**src/design/pbdc_pkg.sv**
```systemverilog
// pbdc_pkg: shared constants and types for the pll band and divider calculator
// no dependencies; imported by every module of the block
`default_nettype none

package pbdc_pkg;

    localparam int FREQ_W        = 30;
    localparam int XTAL_W        = 25;
    localparam int PFD_W         = XTAL_W - 1;
    localparam int BAND_W        = 3;
    localparam int BAND_PROP_W   = 4;
    localparam int INT_DIV_W     = 7;
    localparam int FRAC_OUT_W    = 20;
    localparam int FRAC_BITS_DEF = 19;

    localparam logic [XTAL_W-1:0] XTAL_RESET = XTAL_W'(30000000);

    localparam logic [FREQ_W-1:0] FREQ_MIN_HZ = FREQ_W'(119000000);
    localparam logic [FREQ_W-1:0] FREQ_MAX_HZ = FREQ_W'(1050000000);
    localparam logic [FREQ_W-1:0] THR_DIV6    = FREQ_W'(705000000);
    localparam logic [FREQ_W-1:0] THR_DIV8    = FREQ_W'(525000000);
    localparam logic [FREQ_W-1:0] THR_DIV12   = FREQ_W'(353000000);
    localparam logic [FREQ_W-1:0] THR_DIV16   = FREQ_W'(239000000);
    localparam logic [FREQ_W-1:0] THR_DIV24   = FREQ_W'(177000000);

    // floor(x/3) = (x * ceil(2^25/3)) >> 25, exact for any 25-bit x
    localparam int                DIV3_SHIFT = XTAL_W;
    localparam logic [PFD_W-1:0]  DIV3_MAGIC = PFD_W'(24'hAAAAAB);

    localparam logic [BAND_PROP_W-1:0] SYNTH_SELECT = BAND_PROP_W'(8);
    localparam int                     Q_LIMIT      = 128;

    typedef enum logic [BAND_W-1:0] {
        BAND_DIV4  = 3'd0,
        BAND_DIV6  = 3'd1,
        BAND_DIV8  = 3'd2,
        BAND_DIV12 = 3'd3,
        BAND_DIV16 = 3'd4,
        BAND_DIV24 = 3'd5
    } band_t;

    typedef struct packed {
        logic  valid;
        logic  err;
        band_t band;
    } stage_ctrl_t;

endpackage

`default_nettype wire

```
**src/design/pbdc_front.sv**
```systemverilog
// pbdc_front: crystal register, divide-by-three reciprocal, range check and band pick
// depends on pbdc_pkg; feeds the first divider cell
`default_nettype none

module pbdc_front #(
    parameter int FRAC_BITS = pbdc_pkg::FRAC_BITS_DEF
) (
    input  wire logic                              clk,
    input  wire logic                              rst_n,
    input  wire logic                              accept,
    input  wire logic [pbdc_pkg::FREQ_W-1:0]       freq_hz,
    input  wire logic                              cfg_write,
    input  wire logic [pbdc_pkg::XTAL_W-1:0]       xtal_hz,
    output logic                                   busy,
    output pbdc_pkg::stage_ctrl_t                  ctrl_out,
    output logic [pbdc_pkg::PFD_W-1:0]             pfd_out,
    output logic [pbdc_pkg::PFD_W-1:0]             rem_out,
    output logic [pbdc_pkg::FREQ_W+FRAC_BITS-1:0]  word_out
);
    import pbdc_pkg::*;

    localparam int WORD_W = FREQ_W + FRAC_BITS;
    localparam int PROD_W = XTAL_W + PFD_W;

    logic [XTAL_W-1:0] xtal_reg;
    logic [PFD_W-1:0]  pfd3_reg;
    logic              busy_reg;
    stage_ctrl_t       ctrl_reg, ctrl_next;
    logic [PFD_W-1:0]  pfd_reg, pfd_next;
    logic [WORD_W-1:0] word_reg;
    logic [PROD_W-1:0] prod3;
    logic              out_of_range;

    assign prod3 = PROD_W'(xtal_reg) * PROD_W'(DIV3_MAGIC);
    assign out_of_range = (freq_hz < FREQ_MIN_HZ) || (freq_hz > FREQ_MAX_HZ);

    always_comb
    begin
        ctrl_next.valid = accept;
        ctrl_next.err   = out_of_range;
        priority if (freq_hz >= THR_DIV6)
        begin
            ctrl_next.band = BAND_DIV4;
            pfd_next       = xtal_reg[XTAL_W-1:1];
        end
        else if (freq_hz >= THR_DIV8)
        begin
            ctrl_next.band = BAND_DIV6;
            pfd_next       = pfd3_reg;
        end
        else if (freq_hz >= THR_DIV12)
        begin
            ctrl_next.band = BAND_DIV8;
            pfd_next       = PFD_W'(xtal_reg[XTAL_W-1:2]);
        end
        else if (freq_hz >= THR_DIV16)
        begin
            ctrl_next.band = BAND_DIV12;
            pfd_next       = PFD_W'(pfd3_reg[PFD_W-1:1]);
        end
        else if (freq_hz >= THR_DIV24)
        begin
            ctrl_next.band = BAND_DIV16;
            pfd_next       = PFD_W'(xtal_reg[XTAL_W-1:3]);
        end
        else
        begin
            ctrl_next.band = BAND_DIV24;
            pfd_next       = PFD_W'(pfd3_reg[PFD_W-1:2]);
        end
    end

    always_ff @(posedge clk or negedge rst_n)
    begin
        if (!rst_n)
        begin
            xtal_reg <= XTAL_RESET;
            busy_reg <= 1'b1;
            ctrl_reg <= '0;
        end
        else
        begin
            if (cfg_write)
            begin
                xtal_reg <= xtal_hz;
            end
            // hold off items after a crystal write while the reciprocal product settles
            busy_reg <= cfg_write;
            ctrl_reg <= ctrl_next;
        end
    end

    always_ff @(posedge clk)
    begin
        pfd3_reg <= prod3[DIV3_SHIFT +: PFD_W];
        pfd_reg  <= pfd_next;
        word_reg <= {freq_hz, {FRAC_BITS{1'b0}}};
    end

    assign busy     = busy_reg;
    assign ctrl_out = ctrl_reg;
    assign pfd_out  = pfd_reg;
    assign rem_out  = '0;
    assign word_out = word_reg;

endmodule

`default_nettype wire

```
**config.mk**
```make
export PLATFORM = sky130hd
export DESIGN_NAME = pbdc_front
export DESIGN_NICKNAME = d
export VERILOG_FILES = /design/src/design/pbdc_pkg.sv /design/src/design/pbdc_front.sv
export SDC_FILE = /design/constraint.sdc
export NUM_CORES = 1
export LEC_CHECK = 0
export ABC_AREA = 1
export BUFFER_PORTS_ARGS = -buffer_cell sky130_fd_sc_hd__buf_2
export CAP_MARGIN = 0
export CORE_AREA = 4 4 211 213
export CTS_BUF_LIST = sky130_fd_sc_hd__clkbuf_2 sky130_fd_sc_hd__clkbuf_4 sky130_fd_sc_hd__clkbuf_8
export CTS_CLUSTER_SIZE = 8
export DETAILED_ROUTE_END_ITERATION = 8
export DIE_AREA = 0 0 215 217
export SLEW_MARGIN = 20
export SYNTH_ARGS = -nofsm -noshare
export SYNTH_HDL_FRONTEND = slang
export SYNTH_SLANG_ARGS = --single-unit
```
**constraint.sdc**
```tcl
create_clock -name clk -period 5.2 [get_ports clk]
set_clock_uncertainty 0.2 [all_clocks]
set_input_delay 0 -clock clk [delete_from_list [all_inputs] [get_ports clk]]
set_output_delay 0 -clock clk [all_outputs]
set_load 0.005 [all_outputs]
```
==> flow_summary.json <==
{
  "clk_path_buf_depth": 2,
  "cts.sinks": 109,
  "reg2reg_from": "xtal_reg[22]",
  "synth-seq-cells": 109,
  "setup_ws_ns": -0.581,
  "diodes": 0,
  "grt_pass1_vias": 16200,
  "gp_congestion": 0.984,
  "die_area_mm2": 0.0467,
  "ys_async_sr_fraction_pct": 28.4,
  "violations": "setup timing",
  "rr_worst_depth": 22,
  "crit_slowest_cell": "dfstp_2",
  "maxCapViolCount": 0,
  "cts-buffers-inserted": 9,
  "ioPinCount": 162,
  "syn_inst": 2156,
  "track_usage_pct": 24.7,
  "max_freq_mhz": 173,
  "ant_nets": 0,
  "place_ws_ns": -0.702,
  "largest_reg_flops": 30,
  "crit_path_start": "xtal_reg[22]",
  "final_cell_mix": "inv_1, nand2_1, buf_4",
  "ys.flop_type": "dfxtp_1",
  "firstDrtPassIters": 6,
  "slew_headroom_pct": 35.8,
  "seq_area_frac_synth_pct": 13.9,
  "vias_per_cell": 4.86,
  "grt_overflow": 0,
  "wl_per_cell_um": 18.1,
  "grt_max_degree": 51,
  "critPathMaxFanout": 4,
  "htreeDepth": 3,
  "routed_wl_um": 57000,
  "die_h_um": 217,
  "layout_commonest_cell": "inv_1",
  "synth.distinct_cells": 44,
  "rsz0062_at_grt": "yes",
  "clkLatencyLatePin_ns": 0.48,
  "status": "complete, but fails checks",
  "row_count": 76,
  "hold_ws_ns": 0.0425,
  "required_ns": 5.38,
  "whs_path_depth": 2,
  "fin_nets": 3150,
  "tightest_slew_ns": 0.963,
  "crit_buf_inv": 7,
  "hold_start": "freq_hz[29]",
  "clk_pin_slew_ns": 0.15,
  "areaGrowthSynthToFinish_pct": 34.5,
  "drcViolationCount": 0,
  "slowest_delay_ns": 0.61,
  "hp-class": "in -> reg",
  "period_minus_slack_ns": 5.78,
  "cp-start-kind": "flip-flop",
  "port_buffers": 118,
  "cp.arrival_ns": 5.96,
  "syn-mean-instance-area_um2": 7.87,
  "core_mm2": 0.0427,
  "cts_root_buffer": "clkbuf_8",
  "period_share_pct": 111,
  "crit_path_frequent_cell": "fa_1",
  "r2r-end": "pfd3_reg[14]",
  "grt_pass1_wl_um": 89300,
  "cts_tree": "done",
  "die_width_um": 215,
  "start_util_pct": 39.7,
  "syn_area_mm2": 0.0170,
  "finalHoldViolations": 0,
  "finalMaxSlewViolations": 0,
  "dr.first_iter.drc_count": 1092,
  "synth_warnings": 0,
  "critPathTopFamily": "adder cells",
  "place_hpwl_um": 48000,
  "r2r_slack_ns": -0.58,
  "crit_chain": "buf_12, ha_4, fa_1, inv_2, fa_1, inv_1, fa_1, fa_1, fa_1, inv_1, fa_1, inv_2, ha_4, buf_6, nand2_4, buf_6, nor2_4, nand2_2, nor2_4, nand4_1, nand4_1, nand2_1",
  "drive_gt1_share_pct": 27.9,
  "holdPathEnd": "word_out[48]",
  "critical_path_class": "reg -> reg",
  "antenna_found_initial": 1,
  "crit_path_end_kind": "flip-flop",
  "synth-edff-count": 0,
  "setup_viol": 24,
  "num_vias": 15300
}
-- layer usage --
metal | up-vias | global-route usage [%] | share of wire, %
met4 | 2 | 6.91 | 3.2
met1 | 7332 | 32.6 | 43
met3 | 99 | 3.74 | 5.7
met5 | - | 0 | 0.019
li1 | 7395 | - | -
met2 | 500 | 42.6 | 48
-- per-stage QoR --
| stage | cells | area (um2) | utilization, % | setup TNS [ns] |
|---|---|---|---|---|
| 6_report | 3152 | 22800 | 53.5 | -11.82 |
| 5_1_grt | 3152 | 22800 | 53.5 | -15.75 |
| 4_1_cts | 3144 | 22400 | 52.4 | -11.33 |
| 3_5_place_dp | 3013 | 20400 | 47.7 | -14.34 |
| 3_3_place_gp | 3013 | 20400 | 47.7 | -13.72 |
| 2_1_floorplan | 2198 | 17800 | - | -0.718 |
-- cell type report --
type	count	area, um2
repair buffers	466	3600
clock inverters	6	62.6
inverters	546	2060
clock buffers	10	131
flip-flops and latches	109	2370
fillers	3928	19900
multi-input cells	1469	13900
well taps	546	683
-- timing repair --
item                                    CTS  global route
endpoints found under the setup margin   24            24
resized for setup                       201            82
hold endpoints to repair                 89             0
pin swaps                               110            62
setup buffers                            24             7
hold buffers                             92             0
-- how the worst max path moves through the flow --
stage	end	slack (ns)	cells after the start
2_1_floorplan	pfd3_reg[16]	-0.08	21
3_3_place_gp	pfd3_reg[12]	-0.68	18
3_5_place_dp	pfd3_reg[21]	-0.70	22
4_1_cts	pfd3_reg[14]	-0.57	22
5_1_grt	pfd3_reg[18]	-0.76	25
6_report	pfd3_reg[14]	-0.58	22
-- logic make-up after synthesis --
| family | Yosys count | synth area share [%] |
|---|---|---|
| adder cells (fa/ha/maj) | 490 | 46.1 |
| other | 1 | 0.0221 |
| multiplexers | 1 | 0.0664 |
| AO/OA/AOI/OAI | 242 | 7.77 |
| XOR/XNOR | 15 | 0.774 |
| flip-flops | 109 | 13.9 |
| buffers and inverters | 620 | 15.0 |
| AND/OR/NAND/NOR | 678 | 16.4 |
-- cell usage after synthesis, types with 7 or more instances --
cell type | instances | area share [%]
inv_1 | 535 | 12
nand2_1 | 385 | 8.5
ha_1 | 265 | 20
fa_1 | 225 | 27
nor2_1 | 151 | 3.3
a21oi_1 | 116 | 3.4
nand3_1 | 89 | 2.6
o21ai_0 | 84 | 2.5
dfxtp_1 | 78 | 9.2
buf_4 | 44 | 1.9
dfrtp_1 | 20 | 2.9
nand4_1 | 15 | 0.55
nor3_1 | 14 | 0.41
o21bai_1 | 13 | 0.58
xor2_1 | 13 | 0.67
buf_2 | 12 | 0.35
clkbuf_1 | 12 | 0.27
dfstp_2 | 11 | 1.7
inv_2 | 9 | 0.20
a21o_1 | 7 | 0.31
nand2_2 | 7 | 0.26
Power is left out: the tool's default activity adds up to more than one toggle a clock period on the data nets, which glitch-free logic cannot reach.
