## config.mk

```make
export PLATFORM = sky130hd
export DESIGN_NAME = pbdc_back
export DESIGN_NICKNAME = d
export VERILOG_FILES = /design/src/design/pbdc_pkg.sv /design/src/design/pbdc_back.sv
export SDC_FILE = /design/constraint.sdc
export NUM_CORES = 1
export LEC_CHECK = 0
export ABC_CLOCK_PERIOD_IN_PS = 800
export BUFFER_PORTS_ARGS = -buffer_cell sky130_fd_sc_hd__buf_4
export CAP_MARGIN = 20
export CORE_UTILIZATION = 32
export DETAILED_ROUTE_END_ITERATION = 10
export GPL_TIMING_DRIVEN = 0
export PLACE_DENSITY = 0.85
export SLEW_MARGIN = 30
export SYNTH_ARGS = -nofsm -noshare
export SYNTH_HDL_FRONTEND = slang
export SYNTH_SLANG_ARGS = --single-unit
export TNS_END_PERCENT = 100
```

## constraint.sdc

```tcl
create_clock -name clk -period 0.8 [get_ports clk]
set_input_delay 0.04 -clock clk [delete_from_list [all_inputs] [get_ports clk]]
set_output_delay 0.04 -clock clk [all_outputs]
set_load 0.1 [all_outputs]
```

## src/design/pbdc_pkg.sv

```systemverilog
// pbdc_pkg: shared constants and types for the pll band and divider calculator
// no dependencies; imported by every module of the block
`default_nettype none

package pbdc_pkg;

    localparam int FREQ_W        = 30;
    localparam int XTAL_W        = 25;
    localparam int PFD_W         = XTAL_W - 1;
    localparam int BAND_W        = 3;
    localparam int BAND_PROP_W   = 4;
    localparam int INT_DIV_W     = 7;
    localparam int FRAC_OUT_W    = 20;
    localparam int FRAC_BITS_DEF = 19;

    localparam logic [XTAL_W-1:0] XTAL_RESET = XTAL_W'(30000000);

    localparam logic [FREQ_W-1:0] FREQ_MIN_HZ = FREQ_W'(119000000);
    localparam logic [FREQ_W-1:0] FREQ_MAX_HZ = FREQ_W'(1050000000);
    localparam logic [FREQ_W-1:0] THR_DIV6    = FREQ_W'(705000000);
    localparam logic [FREQ_W-1:0] THR_DIV8    = FREQ_W'(525000000);
    localparam logic [FREQ_W-1:0] THR_DIV12   = FREQ_W'(353000000);
    localparam logic [FREQ_W-1:0] THR_DIV16   = FREQ_W'(239000000);
    localparam logic [FREQ_W-1:0] THR_DIV24   = FREQ_W'(177000000);

    // floor(x/3) = (x * ceil(2^25/3)) >> 25, exact for any 25-bit x
    localparam int                DIV3_SHIFT = XTAL_W;
    localparam logic [PFD_W-1:0]  DIV3_MAGIC = PFD_W'(24'hAAAAAB);

    localparam logic [BAND_PROP_W-1:0] SYNTH_SELECT = BAND_PROP_W'(8);
    localparam int                     Q_LIMIT      = 128;

    typedef enum logic [BAND_W-1:0] {
        BAND_DIV4  = 3'd0,
        BAND_DIV6  = 3'd1,
        BAND_DIV8  = 3'd2,
        BAND_DIV12 = 3'd3,
        BAND_DIV16 = 3'd4,
        BAND_DIV24 = 3'd5
    } band_t;

    typedef struct packed {
        logic  valid;
        logic  err;
        band_t band;
    } stage_ctrl_t;

endpackage

`default_nettype wire

```

## src/design/pbdc_back.sv

```systemverilog
// pbdc_back: divider limit check and result register
// depends on pbdc_pkg; takes the last divider cell's word
`default_nettype none

module pbdc_back #(
    parameter int FRAC_BITS = pbdc_pkg::FRAC_BITS_DEF
) (
    input  wire logic                              clk,
    input  wire logic                              rst_n,
    input  wire pbdc_pkg::stage_ctrl_t             ctrl_in,
    input  wire logic [pbdc_pkg::PFD_W-1:0]        pfd_in,
    input  wire logic [pbdc_pkg::FREQ_W+FRAC_BITS-1:0] word_in,
    output logic                                   done,
    output logic [pbdc_pkg::BAND_W-1:0]            band,
    output logic [pbdc_pkg::BAND_PROP_W-1:0]       band_property,
    output logic [pbdc_pkg::INT_DIV_W-1:0]         int_divider,
    output logic [pbdc_pkg::FRAC_OUT_W-1:0]        frac_divider,
    output logic                                   range_error
);
    import pbdc_pkg::*;

    localparam int WORD_W = FREQ_W + FRAC_BITS;
    localparam int FULL_W = (FRAC_BITS + 1 > FRAC_OUT_W) ? FRAC_BITS + 1 : FRAC_OUT_W;

    logic [FREQ_W-1:0]     quot;
    logic [FULL_W-1:0]     frac_full;
    logic                  err;
    logic                  done_reg;
    logic [BAND_W-1:0]     band_reg, band_next;
    logic [BAND_PROP_W-1:0] prop_reg, prop_next;
    logic [INT_DIV_W-1:0]  int_reg, int_next;
    logic [FRAC_OUT_W-1:0] frac_reg, frac_next;
    logic                  err_reg;

    assign quot      = word_in[WORD_W-1 -: FREQ_W];
    assign frac_full = FULL_W'({1'b1, word_in[FRAC_BITS-1:0]});
    assign err       = ctrl_in.err || (pfd_in == '0) || (quot == '0)
                       || (quot > FREQ_W'(Q_LIMIT));

    always_comb
    begin
        if (err)
        begin
            band_next = '0;
            prop_next = '0;
            int_next  = '0;
            frac_next = '0;
        end
        else
        begin
            band_next = ctrl_in.band;
            prop_next = BAND_PROP_W'(ctrl_in.band) + SYNTH_SELECT;
            int_next  = INT_DIV_W'(quot - FREQ_W'(1));
            frac_next = frac_full[FRAC_OUT_W-1:0];
        end
    end

    always_ff @(posedge clk or negedge rst_n)
    begin
        if (!rst_n)
        begin
            done_reg <= 1'b0;
        end
        else
        begin
            done_reg <= ctrl_in.valid;
        end
    end

    always_ff @(posedge clk)
    begin
        band_reg <= band_next;
        prop_reg <= prop_next;
        int_reg  <= int_next;
        frac_reg <= frac_next;
        err_reg  <= err;
    end

    assign done          = done_reg;
    assign band          = band_reg;
    assign band_property = prop_reg;
    assign int_divider   = int_reg;
    assign frac_divider  = frac_reg;
    assign range_error   = err_reg;

endmodule

`default_nettype wire
```

==> results.md <==
| Parameter | This run | Unit |
|---|---|---|
| Antenna-violating nets left | 0 | - |
| Drt initial violations | 36 | - |
| Crit path max fanout | 5 | - |
| Yosys Warn Count | 0 | - |
| Number of buffers added on ports | 115 | - |
| Main synth FF type | dfxtp_1 | - |
| Number of buffers between clock root and the deepest sink | 2 | - |
| Clock transition at the register clock pins on the worst setup and hold paths after CTS | 0.08 | ns |
| Largest register FFs | 20 | - |
| Proportion of layout cells with a drive suffix above 1 | 86.4 | % |
| Worst endpoint required time | 1.04 | ns |
| Critical hold path startpoint | word_in[18] | - |
| H-tree depth reported by CTS | 2 | - |
| Layout area overhead | 164 | % |
| Cells on Worst Hold Path | 2 | - |
| Routed WL per cell | 20.0 | microns |
| Total detailed-routing wirelength | 5790 | microns |
| Placement Cell Area | 2290 | sq um |
| Number of global-route vias before repair | 1532 | - |
| Slew headroom | 78.2 | % |
| Largest net degree at the start of global routing | 11 | - |
| Die boundary width | 62.8 | microns |
| DIE HEIGHT | 62.8 | microns |
| Initial antenna violation count | 0 | - |
| Die area | 3950 | sq um |
| Worst Hold Path EP | frac_divider[18] | - |
| Total setup violations reported at the end of the flow | 68 | - |
| Leakage | 1.37 | nW |
| Kind of end point of the critical path | register | - |
| Clock tree from TritonCTS | built | - |
| DRC violations left | 0 | - |
| First-pass iteration count of the detailed router | 4 | - |
| Register area share after synthesis | 56.2 | % |
| Share of the clock period used by the worst path after layout | 143 | % |
| Startpoint type of the worst setup path | primary input | - |
| Antenna diodes | 0 | - |
| Number of ports placed on the die boundary | 116 | - |
| Power density over the cells | 1160 | nW/um^2 |
| Via Count | 1411 | - |
| Net count, final | 324 | - |
| Avg Cell Area, Syn | 11.0 | sq um |
| Total routing usage reported by global routing | 26.9 | % |
| #FFs+latches synth | 33 | - |
| Fin. Hold Viols | 1 | - |
| Via-to-Cell Ratio | 4.88 | - |
| Post-synthesis cell type count | 25 | - |
| Placer congestion estimate | 0.749 | - |
| Cell count after synthesis | 108 | - |
| Final-report max-slew violation count | 0 | - |
| Peak clock frequency supported by timing | 873 | MHz |
| Post-synth net total | 190 | - |
| Type of the most critical hold path | in2reg | - |
| Hold WS | -0.00403 | ns |
| Post-Syn Area | 1180 | sq um |
| Design area | 3120 | sq um |
| Setup repair after global routing missed its margin | true | - |
| Initial Util | 34.4 | % |
| Post-layout minimum cycle time | 1.14 | ns |
| Number of placement rows | 21 | - |
| Cell at the root of the clock tree | clkbuf_8 | - |
| Clk sink count | 33 | - |
| Area contributors post-synth | dfxtp_1, and3_2, nor4_1 | - |
| First-pass GRT wire length | 7730 | microns |
| Post-route setup slack | -0.345 | ns |
| Largest vdd supply drop | 671 | uV |
| Run status | complete, but fails checks | - |
| Worst Path Arrival | 1.39 | ns |
| Core area | 3440 | sq um |
| Fraction of registers with async set or reset after synthesis | 3.03 | % |
| Cell type contributing the most total cell area after synthesis | dfxtp_1 | - |
| Number of fillers in the final layout | 137 | - |
| DP HPWL | 3050 | microns |
| CTS Buf Count | 5 | - |
| Max-cap violations | 0 | - |
| Overall overflow remaining after global route | 0 | - |
| Number of enable flip-flop cells after synthesis | 0 | - |
| Post-synth top area share | 54.1 | % |
| Transition time at the pin with the least slew margin | 0.327 | ns |
| Violations in the final reports | negative hold slack, negative setup slack | - |
| Core utilization of the finished layout | 90.7 | % |
| Type of the worst setup path | in2reg | - |
==> worst max path at each step <==
stage,from,to,slack [ns]
final,word_in[43],frac_divider[6],-0.34
after global routing,word_in[43],int_divider[5],-0.39
after CTS,word_in[48],int_divider[5],-0.32
after detailed placement,word_in[23],frac_divider[7],-0.73
after global placement,word_in[23],frac_divider[11],-0.70
after floorplan,pfd_in[5],band[0],-0.39
==> cell usage after synthesis, types with 3 or more instances <==
cell type / n
clkbuf_1: 3
nor4_1: 9
nand2_1: 4
buf_4: 3
and3_1: 8
and3_2: 20
xor2_1: 3
clkbuf_2: 3
xnor2_1: 3
dfxtp_1: 32
==> layout by cell type, fill, tap and decap left out <==
cell           Yosys  routed
buf_4              3      74
or4_4              1       2
clkinv_2           0       1
xor2_2             0       1
xor2_1             3       2
dfxtp_4            0       3
inv_1              2       2
nor2_1             2       1
ha_1               2       2
nor4_1             9       4
nand4_1            1       1
dlygate4sd3_1      0       4
dfrtp_2            0       1
nor4_2             1       2
and3b_2            1       1
nor2_4             0       1
nor3_1             2       2
nand2_1            4       3
clkbuf_16          0       1
and3_1             8       6
dfxtp_2            0      29
buf_8              0       3
nand3b_1           1       1
xnor2_1            3       3
nor4_4             0       4
and3_4             0      21
clkbuf_8           0       7
or3_1              1       1
and2_4             0       2
nand2_2            0       1
buf_6              0      17
and4_1             1       1
a211oi_4           0       1
buf_12             0      37
and3_2            20       1
==> timing repair <==
action,4_1_cts,5_1_grt
cloned,1,2
endpoints found under the setup margin,68,68
hold buffers,4,0
pin swaps,10,9
buffers inserted,2,5
resized for setup,127,27
hold endpoints to repair,4,0
==> final cells by class <==
class                           instances  area [sq um]  share of cell area [%]
Multi-Input combinational cell         64           643                    20.6
Sequential cell                        33           714                    22.9
Timing Repair Buffer                  127          1480                    47.4
Clock inverter                          1          5.00                   0.160
Inverter                                2          7.51                   0.240
Clock buffer                            7          96.3                    3.09
Tap cell                               46          57.6                    1.84
Buffer                                  9           119                    3.81
==> logic make-up (layout without fill, tap and decap cells) <==
group,Yosys count,count (layout),share of synthesized area (%)
buf+inv,11,146,4.76
compound gates,1,1,1.06
fa+ha+maj,2,2,2.11
flops,33,33,56.2
xor+xnor,6,6,4.44
simple gates,55,55,31.4
==> critical path, stage by stage <==
cell       delay, ns
buf_6           0.09
nor4_4          0.28
nand4_1         0.18
a211oi_4        0.30
buf_6           0.17
clkbuf_16       0.14
and3_4          0.17
==> stage by stage <==
step | power [mW] | setup slack [ns] | hold slack (ns) | TNS (ns) | std cells
final | 3.61 | -0.345 | -0.00403 | -12.58 | 289
after global placement | 2.10 | -0.704 | -0.184 | -21.19 | 269
after detailed placement | 2.11 | -0.732 | -0.184 | -21.79 | 269
after floorplan | 1.77 | -0.392 | -0.256 | -12.07 | 108
after global routing | 3.72 | -0.390 | 0.00240 | -14.52 | 289
after CTS | 3.50 | -0.317 | 0.00612 | -11.32 | 284
==> per-layer routing <==
layer / part of all wire (%) / GRT usage (%) / vias up
met3: 6.2 / 6.57 / 11
met4: 2.4 / 12.2 / 0
met2: 55 / 51.0 / 93
met1: 36 / 27.3 / 662
li1: - / - / 645
met5: 0 / 0 / -
==> power breakdown <==
| part | switching [mW] | internal, mW | total, mW |
|---|---|---|---|
| Sequential | 0.00141 | 1.63 | 1.64 |
| Combinational | 0.195 | 0.337 | 0.532 |
| Clock | 0.662 | 0.778 | 1.44 |
| Total | 0.859 | 2.75 | 3.61 |
Note: power is estimated with default switching activity, not from simulation.
