<file path="src/design/pbdc_pkg.sv">
// pbdc_pkg: shared constants and types for the pll band and divider calculator
// no dependencies; imported by every module of the block
`default_nettype none

package pbdc_pkg;

    localparam int FREQ_W        = 30;
    localparam int XTAL_W        = 25;
    localparam int PFD_W         = XTAL_W - 1;
    localparam int BAND_W        = 3;
    localparam int BAND_PROP_W   = 4;
    localparam int INT_DIV_W     = 7;
    localparam int FRAC_OUT_W    = 20;
    localparam int FRAC_BITS_DEF = 19;

    localparam logic [XTAL_W-1:0] XTAL_RESET = XTAL_W'(30000000);

    localparam logic [FREQ_W-1:0] FREQ_MIN_HZ = FREQ_W'(119000000);
    localparam logic [FREQ_W-1:0] FREQ_MAX_HZ = FREQ_W'(1050000000);
    localparam logic [FREQ_W-1:0] THR_DIV6    = FREQ_W'(705000000);
    localparam logic [FREQ_W-1:0] THR_DIV8    = FREQ_W'(525000000);
    localparam logic [FREQ_W-1:0] THR_DIV12   = FREQ_W'(353000000);
    localparam logic [FREQ_W-1:0] THR_DIV16   = FREQ_W'(239000000);
    localparam logic [FREQ_W-1:0] THR_DIV24   = FREQ_W'(177000000);

    // floor(x/3) = (x * ceil(2^25/3)) >> 25, exact for any 25-bit x
    localparam int                DIV3_SHIFT = XTAL_W;
    localparam logic [PFD_W-1:0]  DIV3_MAGIC = PFD_W'(24'hAAAAAB);

    localparam logic [BAND_PROP_W-1:0] SYNTH_SELECT = BAND_PROP_W'(8);
    localparam int                     Q_LIMIT      = 128;

    typedef enum logic [BAND_W-1:0] {
        BAND_DIV4  = 3'd0,
        BAND_DIV6  = 3'd1,
        BAND_DIV8  = 3'd2,
        BAND_DIV12 = 3'd3,
        BAND_DIV16 = 3'd4,
        BAND_DIV24 = 3'd5
    } band_t;

    typedef struct packed {
        logic  valid;
        logic  err;
        band_t band;
    } stage_ctrl_t;

endpackage

`default_nettype wire

</file>
<file path="src/design/pbdc_div_cell.sv">
// pbdc_div_cell: one restoring division step with its pipeline register
// depends on pbdc_pkg; chained once per quotient bit
`default_nettype none

module pbdc_div_cell #(
    parameter int FRAC_BITS = pbdc_pkg::FRAC_BITS_DEF
) (
    input  wire logic                              clk,
    input  wire logic                              rst_n,
    input  wire pbdc_pkg::stage_ctrl_t             ctrl_in,
    input  wire logic [pbdc_pkg::PFD_W-1:0]        pfd_in,
    input  wire logic [pbdc_pkg::PFD_W-1:0]        rem_in,
    input  wire logic [pbdc_pkg::FREQ_W+FRAC_BITS-1:0] word_in,
    output pbdc_pkg::stage_ctrl_t                  ctrl_out,
    output logic [pbdc_pkg::PFD_W-1:0]             pfd_out,
    output logic [pbdc_pkg::PFD_W-1:0]             rem_out,
    output logic [pbdc_pkg::FREQ_W+FRAC_BITS-1:0]  word_out
);
    import pbdc_pkg::*;

    localparam int WORD_W = FREQ_W + FRAC_BITS;

    stage_ctrl_t       ctrl_reg;
    logic [PFD_W-1:0]  pfd_reg;
    logic [PFD_W-1:0]  rem_reg, rem_next;
    logic [WORD_W-1:0] word_reg, word_next;
    logic [PFD_W:0]    trial;
    logic [PFD_W:0]    diff;
    logic              fits;

    // dividend bits leave at the top of the word, quotient bits enter at the bottom
    assign trial = {rem_in, word_in[WORD_W-1]};
    assign diff  = trial - {1'b0, pfd_in};
    assign fits  = trial >= {1'b0, pfd_in};

    always_comb
    begin
        rem_next  = fits ? diff[PFD_W-1:0] : trial[PFD_W-1:0];
        word_next = {word_in[WORD_W-2:0], fits};
    end

    always_ff @(posedge clk or negedge rst_n)
    begin
        if (!rst_n)
        begin
            ctrl_reg <= '0;
        end
        else
        begin
            ctrl_reg <= ctrl_in;
        end
    end

    always_ff @(posedge clk)
    begin
        pfd_reg  <= pfd_in;
        rem_reg  <= rem_next;
        word_reg <= word_next;
    end

    assign ctrl_out = ctrl_reg;
    assign pfd_out  = pfd_reg;
    assign rem_out  = rem_reg;
    assign word_out = word_reg;

endmodule

`default_nettype wire

</file>
<file path="config.mk">
export PLATFORM = sky130hd
export DESIGN_NAME = pbdc_div_cell
export DESIGN_NICKNAME = d
export VERILOG_FILES = /design/src/design/pbdc_pkg.sv /design/src/design/pbdc_div_cell.sv
export SDC_FILE = /design/constraint.sdc
export NUM_CORES = 1
export LEC_CHECK = 0
export ABC_AREA = 1
export BUFFER_PORTS_ARGS = -buffer_cell sky130_fd_sc_hd__buf_2
export CAP_MARGIN = 20
export CORE_MARGIN = 5
export CORE_UTILIZATION = 35
export DETAILED_ROUTE_END_ITERATION = 16
export PLACE_DENSITY = 0.7
export SYNTH_ARGS = -nofsm -noshare
export SYNTH_HDL_FRONTEND = slang
export SYNTH_SLANG_ARGS = --single-unit
</file>
<file path="constraint.sdc">
create_clock -name clk -period 0.8 [get_ports clk]
set_clock_uncertainty 0.2 [all_clocks]
set_input_delay 0.16 -clock clk [delete_from_list [all_inputs] [get_ports clk]]
set_output_delay 0.16 -clock clk [all_outputs]
set_load 0.02 [all_outputs]
</file>
==> metrics, run 1 <==
Synth Area in Adders=7.275%; Slew Limit Headroom=81.77%; Cells after DPL=1,024; number of global-route vias before repair=5,276; total number of vias=5,414; flops & latches, synth=102; DP HPWL=12,010 um; Hold Path Stages=3; DRC=0; Post-DRT Antenna Nets=0; TritonCTS Sinks=102; Initial Util=35.32%; max-slew violations=0; Die Y=122.2 um; clk slew on worst S/H paths=0.08 ns; wire length per cell=19.10 um; WP data required=0.86 ns; Critical Path AT=1.84 ns; count of cell types in the netlist=25; CP most frequent cell=nand2_1; Synth Warn #=0; Setup-failing EPs final=130; Clock Tree Root=clkbuf_16; Setup Crit Path Kind=primary input to flop; post-route minimum period=1.781 ns; met1 WL=7850 um; Tcrit/Tclk final=222.7%; multi-input combinational cell area=2451 sq um; P&R area growth vs syn=103.1%; XOR/XNOR share of the synthesized area=2.188%; largest family of logic cells by synthesized area=simple AND/OR/NAND/NOR gates; Final Hold Fails=38; syn_nets=717; CP Cell Sequence=buf_6, inv_6, ha_4, buf_4, nand2_1, nand2_1, a21oi_1, nor2_1, nor2_1, nand2_1, nand2_1, nand2_1, nand2_2, nand2_2; final core occ=71.75%; Core Region=12,470 sq um; Pwr per Cell Area=1765 nW/um^2; # Max-Cap Violations=0; Synth top area share=44.10%; Post-synth top cells=nand2_1, inv_1, dfxtp_1, nand4_1, nor2_1; GP Congestion=0.9142; Syn Area/Cell=7.488 sq um; status=finished with violations; post-route insts no fill=1,132; H-tree depth=3; Seq. cell area=2188 sq um; synth top area cells=dfxtp_1, nand2_1, inv_1; EDFF count, synth=0; slew at the pin closest to its max-slew limit=0.2714 ns; Die X=122.2 um; Cell Area, Synth=4403 sq um; Max VDD drop=1.013 mV; Hold WC Path Type=primary input to flop; largest fanout on the critical path=3; drt initial violations=418; post-synthesis mux area share=0%; CTS Buf Count=9; io pins=206; register area share after synthesis=46.95%; top sig layer=met4; met3 routed wirelength=2026 um; layout cells sized above 1=55.89%; f_max=561.3 MHz; static leakage power=4.638 nW; Initial DRT Pass Iterations=5; ys async rst share=4.902%; fin worst setup slack=-0.9815 ns; largest net degree at the start of global routing=22; top cell type by total area after synthesis=dfxtp_1; IO Port Bufs=205; # rows=41; global-route wire length before repair=28,500 um; Crit. End Element=flop; failing checks=hold timing, setup timing; Nets=1,083; vias per inst=4.783; RSZ-0062 raised after global routing=true; gr ovfl total=0; clk buf depth=2; CP max-delay cell=ha_4; Overall Global Routing Usage=24.98%; Worst path max stage delay=0.26 ns; compound-cell area share of the yosys netlist=1.677%; Mapped Cells=588; simple-gate share of the synthesized area=30.58%; Worst setup SP type=primary input; Routed WL=21,620 um; die area=14,920 sq um; WHS=-0.1352 ns; Met2 Routed Length=10,850 um; CTS tree=yes; total power draw=15.79 mW; Layout fillers=835; cell with the most instances after synthesis=nand2_1; most used flip-flop cell after synthesis=dfxtp_1; antenna violations before repair=1
-- registers in the layout (all words and copies together), names as in the netlist --
name      cells
word_out     49
ctrl_out      5
pfd_out      24
rem_out      24
-- cells by family (layout without fill, tap and decap cells) --
logic type      count (synthesis)  in the layout
simple gates                  311            311
buf+inv                       127            498
flops                         102            102
fa+ha+maj                      25             25
compound gates                 12             12
xor+xnor                       11             11
other cells                     0              1
-- power by group --
| part | total [mW] | switching (mW) | internal, mW |
|---|---|---|---|
| clock network | 4.58 | 2.32 | 2.26 |
| registers | 5.86 | 0.249 | 5.61 |
| logic | 5.35 | 2.72 | 2.63 |
| total | 15.8 | 5.29 | 10.5 |
-- final timing paths --
check                            from  slack (ns)          end
worst max-delay path       pfd_in[11]       -0.98  rem_out[16]
max in group asynchronous       rst_n        0.29  ctrl_out[4]
worst min-delay path       rem_in[17]       -0.14  rem_out[18]
min in group asynchronous       rst_n       -0.04  ctrl_out[0]
-- routing by layer --
layer,global-route usage (%),vias up
li1,-,2519
met1,28.52,2504
met2,44.79,320
met3,6.082,71
met4,9.797,0
met5,0,-
-- layout make-up --
type / instances / share of cell area (%)
clock inverters: 7 / 0.9093
repair buffers: 363 / 36.93
multi-input cells: 359 / 27.41
diodes: 1 / 0.02798
inverters: 119 / 5.330
well taps: 172 / 2.406
clock buffers: 9 / 2.518
flip-flops and latches: 102 / 24.47
-- cell usage in the layout, fill, tap and decap left out, drive strengths merged, types with 2 or more instances in the layout --
cell          instances
a21oi                11
buf                 284
clkbuf               10
clkinv                2
dfrtp                 5
dfxtp                97
dlygate4sd3          66
dlymetal6s4s         12
ha                   24
inv                 124
nand2               217
nand3                29
nand4                29
nor2                 30
nor3                  4
xor2                 10
-- what timing repair did --
item | in CTS | in global routing
resized for setup | 373 | 81
gates cloned | 2 | 1
buffers inserted | 5 | 6
hold buffers | 77 | 1
endpoints found under the hold margin | 103 | 39
endpoints found under the setup margin | 127 | 141
pin swaps | 10 | 37
-- metrics by stage --
stage | setup TNS, ns | cell area (sq um) | setup slack [ns]
2_1_floorplan | -22.36 | 4796 | -0.9091
6_report | -60.44 | 8944 | -0.9815
5_1_grt | -63.51 | 8944 | -1.003
3_5_place_dp | -30.32 | 6487 | -1.275
3_3_place_gp | -30.31 | 6487 | -1.240
4_1_cts | -56.61 | 8626 | -0.7775
-- critical path, delay by kind of cell --
family / cells / cell delay [ns]
and+or+nand+nor: 9 / 0.91
adders and majority gates: 1 / 0.26
AOI/OAI and AO/OA: 1 / 0.23
buffers and inverters: 3 / 0.27
Note: power is estimated with default switching activity, not from simulation.
==> inputs of run 2 (changes only) <==
--- a/config.mk
+++ b/config.mk
@@ -8,10 +8,12 @@
 export ABC_AREA = 1
 export BUFFER_PORTS_ARGS = -buffer_cell sky130_fd_sc_hd__buf_2
 export CAP_MARGIN = 20
+export CELL_PAD_IN_SITES_DETAIL_PLACEMENT = 2
+export CELL_PAD_IN_SITES_GLOBAL_PLACEMENT = 2
 export CORE_MARGIN = 5
-export CORE_UTILIZATION = 35
+export CORE_UTILIZATION = 24
 export DETAILED_ROUTE_END_ITERATION = 16
-export PLACE_DENSITY = 0.7
+export PLACE_DENSITY = 0.84
 export SYNTH_ARGS = -nofsm -noshare
 export SYNTH_HDL_FRONTEND = slang
 export SYNTH_SLANG_ARGS = --single-unit
==> constraint.sdc (replaced) <==
create_clock -name clk -period 1.9 [get_ports clk]
set_clock_uncertainty 0.2 [all_clocks]
set_input_delay 0.38 -clock clk [delete_from_list [all_inputs] [get_ports clk]]
set_output_delay 0.38 -clock clk [all_outputs]
set_load 0.005 [all_outputs]
==> metrics, run 2 (same netlist as run 1, synthesis figures left out) <==
# Max-Cap Violations=0 (unchanged); gr ovfl total=0 (unchanged); sw frac=37.34% (+3.8 points); f_max=461.7 MHz; H-tree depth=3 (unchanged); design area=8847 sq um (-1.1%); commonest non-fill, non-tap cell in the layout=buf_2; pre-CTS WS=-0.5225 ns (+0.7528 ns); Crit. End Element=flop; # rows=49 (+20%); static leakage power=4.639 nW (about the same); number of global-route vias before repair=6,622 (+26%); layout cells sized above 1=52.47% (-3.4 points); Pwr per Cell Area=772.9 nW/um^2 (-56%); Slew Limit Headroom=76.99% (-4.8 points); IO Port Bufs=205 (unchanged); Critical Path AT=2.22 ns (+0.38 ns); placed cell areas=6699 sq um (+3.3%); Power Internal=4.285 mW (-59%); TritonCTS Sinks=102 (unchanged); io pins=206 (unchanged); RSZ-0062 raised after global routing=true; largest net degree at the start of global routing=20 (-9.1%); most frequent cells in the layout=buf_2, nand2_1, buf_4, dfxtp_1, inv_1; CTS tree=yes; Initial Util=24.43% (-11 points); Hold WC Path Type=primary input to flop; antenna violations before repair=0 (-1); WP data required=1.95 ns (+1.09 ns); max-slew violations=0 (unchanged); Overall Global Routing Usage=27.54% (+2.6 points); Final Hold Fails=0 (-100%); CTS Buf Count=9 (unchanged); vias per inst=5.010 (+4.7%); Logic pwr share=34.9% (+1.0 points); die area=21,150 sq um (+42%); post-route minimum period=2.166 ns; Die X=145.4 um (+19%); fin worst setup slack=-0.2661 ns (+0.7154 ns); Post-DRT Antenna Nets=0 (unchanged); Setup-failing EPs final=25 (-81%); Tcrit/Tclk final=114.0%; global-route wire length before repair=44,630 um (+57%); total number of vias=6,122 (+13%); Max VDD drop=0.8295 mV (-18%); Die Y=145.4 um (+19%); drt initial violations=405 (-3.1%); wire length per cell=29.89 um (+56%); Flop pwr share=35.3% (-1.8 points); clk buf depth=2 (unchanged); Clock Tree Root=clkbuf_16; DRC=0 (unchanged); failing checks=setup timing; WHS=0.09775 ns (+0.2330 ns); Initial DRT Pass Iterations=5 (unchanged); slew at the pin closest to its max-slew limit=0.3440 ns (+0.07252 ns); Routed WL=36,520 um (+69%); Core Region=18,020 sq um (+45%); Layout fillers=1,965 (+140%); DP HPWL=15,900 um (+32%); Nets=1,117 (+3.1%); P&R area growth vs syn=100.9%; GP Congestion=0.8356 (-8.6%); antenna cell count=0 (-1); status=finished with violations; Worst setup SP type=primary input; clk slew on worst S/H paths=0.08 ns (about the same); Clk pwr share=29.7% (+0.7 points); switching power total=2.553 mW (-52%); Setup Crit Path Kind=primary input to flop; total power draw=6.838 mW (-57%); max FFs per register=49 (unchanged); largest fanout on the critical path=4 (+1)
## run 2: changes by cell type in the layout (fill, tap and decap cells not counted), sizes merged, moves of 2 or more
| cell | previous run | this run |
|---|---|---|
| buf | 284 | 317 |
| dlygate4sd3 | 66 | 78 |
| dlymetal6s4s | 12 | 0 |
| inv | 124 | 122 |
## run 2: critical path: stages
cell	delay [ns]
buf_2	0.14
ha_4	0.32
buf_4	0.13
nand2_4	0.06
nor2_4	0.11
inv_2	0.07
nor3_4	0.27
nand3_4	0.18
buf_4	0.17
buf_4	0.15
nand4_1	0.11
nand2_1	0.10
## run 2: metal layers
metal  up-vias  GRT usage, %  routed length, um
met5         -             0                  0
met4         0         9.935               1694
met3       111         6.820               2668
met2       398         47.26              17330
met1      3026         33.47              14830
li1       2587             -                  -
## run 2: final timing paths
kind                             start           to  slack, ns  cells after the start
max in group asynchronous        rst_n  ctrl_out[2]       1.11                      2
min in group asynchronous        rst_n  ctrl_out[4]       0.22                      2
worst max-delay path        rem_in[16]   rem_out[1]      -0.27                     12
worst min-delay path       word_in[48]   rem_out[0]        0.1                      3
## run 2: timing repair
item,in CTS,in global routing
setup buffers,8,25
endpoints found under the hold margin,82,0
cloned,2,1
pin swaps,23,59
hold buffers,78,0
setup endpoints to repair,25,25
resized for setup,47,184
## run 2: cell type report
cell class / count / area [sq um] / area share, %
clock buffer: 9 / 225.2 / 2.546
multi-input combinational: 359 / 2754 / 31.13
clock inverter: 7 / 66.31 / 0.7495
timing repair buffer: 397 / 2959 / 33.45
tap: 229 / 286.5 / 3.239
sequential: 102 / 2067 / 23.36
inverter: 119 / 489.2 / 5.530
## run 2: through the flow
step	TNS (ns)	util (%)	instances
floorplan	-0.5137	-	588
global placement	-10.24	37.17	1095
detailed placement	-10.94	37.17	1095
CTS	-0.8729	44.63	1197
global route	-5.655	49.08	1222
finish	-4.889	49.08	1222
## run 2: power groups by stage
stage          combinational (mW)  clock [mW]  sequential (mW)
6_report                     2.39        2.03             2.42
5_1_grt                      2.47        2.12             2.43
4_1_cts                      1.73        1.97             2.38
3_5_place_dp                 1.46           0             2.43
3_3_place_gp                 1.38           0             2.42
2_1_floorplan               0.655           0             2.45
==> inputs of run 3 (changes only) <==
--- a/config.mk
+++ b/config.mk
@@ -8,12 +8,10 @@
 export ABC_AREA = 1
 export BUFFER_PORTS_ARGS = -buffer_cell sky130_fd_sc_hd__buf_2
 export CAP_MARGIN = 20
-export CELL_PAD_IN_SITES_DETAIL_PLACEMENT = 2
-export CELL_PAD_IN_SITES_GLOBAL_PLACEMENT = 2
 export CORE_MARGIN = 5
-export CORE_UTILIZATION = 24
+export CORE_UTILIZATION = 35
 export DETAILED_ROUTE_END_ITERATION = 16
-export PLACE_DENSITY = 0.84
+export PLACE_DENSITY = 0.68
 export SYNTH_ARGS = -nofsm -noshare
 export SYNTH_HDL_FRONTEND = slang
 export SYNTH_SLANG_ARGS = --single-unit
==> constraint.sdc (replaced) <==
create_clock -name clk -period 2 [get_ports clk]
set_clock_uncertainty 0.2 [all_clocks]
set_input_delay 0.4 -clock clk [delete_from_list [all_inputs] [get_ports clk]]
set_output_delay 0.4 -clock clk [all_outputs]
set_load 0.005 [all_outputs]
==> metrics, run 3 (same netlist as run 1, synthesis figures left out) <==
antenna violations before repair=0 (unchanged); sw frac=28.47% (-8.9 points); Max VDD drop=0.3989 mV (-52%); CP Cell Sequence=buf_2, inv_1, ha_1, fa_2, inv_2, nand2_1, nand3_2, nand2_1, nand2_1, nand2_1, nand3_1, nand2_1, nand2_1, nand2_1; clk buf depth=2 (unchanged); Tcrit/Tclk final=95.88%; M2 GR Usage=38.02% (-9.2 points); clk slew on worst S/H paths=0.07 ns (about the same); Seq. cell area=2067 sq um (unchanged); wire length per cell=14.56 um (-51%); global-route wire length before repair=24,870 um (-44%); Routed WL=16,500 um (-55%); family with the most delay on the worst path=simple AND/OR/NAND/NOR gates; CP most frequent cell=nand2_1; P&R area growth vs syn=73.69%; Setup-failing EPs final=0 (-100%); Setup Crit Path Kind=primary input to flop; drt initial violations=322 (-20%); WHS=0.02691 ns (-0.07084 ns); Die Y=122.2 um (-16%); most frequent cells in the layout=nand2_1, buf_2, inv_1, dfxtp_1, buf_4; GP Congestion=0.9096 (+8.9%); Initial DRT Pass Iterations=4 (-1); gr ovfl total=0 (unchanged); Core Region=12,470 sq um (-31%); Worst setup SP type=primary input; final core occ=61.35% (+12 points); Clock Tree Root=clkbuf_16; f_max=521.5 MHz; max-slew violations=0 (unchanged); CTS tree=yes; total power draw=5.484 mW (-20%); WP buf/inv=3 (-2); status=complete, no violations; layout cells sized above 1=36.73% (-16 points); # rows=41 (-16%); Slew Limit Headroom=80.71% (+3.7 points); Power Internal=3.923 mW (-8.4%); gr busiest metal=met2; vias per inst=4.276 (-15%); Nets=1,085 (-2.9%); static leakage power=4.226 nW (-8.9%); Initial Util=35.32% (+11 points); DRC=0 (unchanged); CP max-delay cell=fa_2; largest net degree at the start of global routing=19 (-5.0%); GRT met1 Usage=25.56% (-7.9 points); DP HPWL=11,950 um (-25%); Die X=122.2 um (-16%); max FFs per register=49 (unchanged); commonest non-fill, non-tap cell in the layout=nand2_1; met3 usage=5.710% (-1.1 points); multi-input combinational cell area=2143 sq um (-22%); switching power total=1.562 mW (-39%); Logic pwr share=26.0% (-8.9 points); post-route minimum period=1.918 ns; Hold WC Path Type=primary input to flop; H-tree depth=3 (unchanged); die area=14,920 sq um (-29%); Critical Path AT=1.96 ns (-0.26 ns); total number of vias=4,845 (-21%); WP data required=2.04 ns (+0.09 ns); Post-DRT Antenna Nets=0 (unchanged); Final Hold Fails=0 (unchanged); postcts setup bufs=0 (-8); slew at the pin closest to its max-slew limit=0.2870 ns (-0.05695 ns); Overall Global Routing Usage=21.68% (-5.9 points); Flop pwr share=41.0% (+5.7 points); largest fanout on the critical path=4 (unchanged); Worst path max stage delay=0.38 ns (+0.06 ns); io pins=206 (unchanged); IO Port Bufs=205 (unchanged); Layout fillers=1,097 (-44%); Pwr per Cell Area=717.2 nW/um^2 (-7.2%); # Max-Cap Violations=0 (unchanged); Clk pwr share=32.9% (+3.2 points); number of global-route vias before repair=4,824 (-27%); antenna cell count=0 (unchanged); Crit. End Element=flop; CTS Buf Count=9 (unchanged); TritonCTS Sinks=102 (unchanged)
-- run 3: cell count changes in the layout (fill, tap and decap cells not counted), moves of 5 or more --
cell / change
inv_4: -5
nor2_4: -7
nor2_1: +10
a21oi_1: +6
buf_2: +16
nand2_4: -29
nand2_1: +77
inv_2: -19
nand2_2: -45
nand3_2: -5
buf_6: -16
buf_4: -20
nand3_1: +8
inv_1: +30
-- run 3: final cells by class --
class	count	area share [%]
clock buffer	9	2.945
clock inverter	7	0.9980
inverter	119	5.841
multi-input combinational	359	28.03
sequential	102	27.03
tap	172	2.814
timing repair buffer	365	32.35
-- run 3: path summary, 6_finish.rpt --
| kind | slack (ns) | depth (start not counted) | endpoint | from |
|---|---|---|---|---|
| max in group asynchronous | 1.25 | 2 | ctrl_out[2] | rst_n |
| hold / removal | 0.03 | 1 | pfd_out[1] | pfd_in[1] |
| min in group asynchronous | 0.21 | 2 | ctrl_out[1] | rst_n |
| setup / recovery | 0.08 | 14 | rem_out[16] | word_in[48] |
-- run 3: through the flow --
step / cell area [sq um] / setup slack [ns] / instances / setup TNS (ns)
after floorplan: 4624 / 0.006971 / 588 / 0
after global placement: 6461 / -0.4230 / 1040 / -5.871
after detailed placement: 6461 / -0.4537 / 1040 / -6.835
after CTS: 7538 / 0.03024 / 1133 / 0
after global routing: 7647 / -0.01280 / 1133 / -0.02251
final: 7647 / 0.08232 / 1133 / 0
-- run 3: power groups by stage --
stage	clock network (mW)	registers (mW)	logic [mW]
global route	1.93	2.26	1.58
global placement	0	2.29	1.25
finish	1.81	2.25	1.43
floorplan	0	2.32	0.567
CTS	1.84	2.25	1.38
detailed placement	0	2.29	1.25
-- run 3: timing repair --
action / 4_1_cts / 5_1_grt
hold buffers: 77 / 0
hold endpoints to repair: 81 / 0
setup endpoints to repair: 1 / 24
cloned: 0 / 0
pin swaps: 0 / 3
resized for setup: 2 / 21
-- run 3: metal layers --
layer  part of all wire [%]  up-vias  routed length [um]
met2                     49      149                8039
met3                    7.8       24                1280
met4                    2.5        0                 405
met5                      0        -                   0
met1                     41     2146                6773
li1                       -     2526                   -
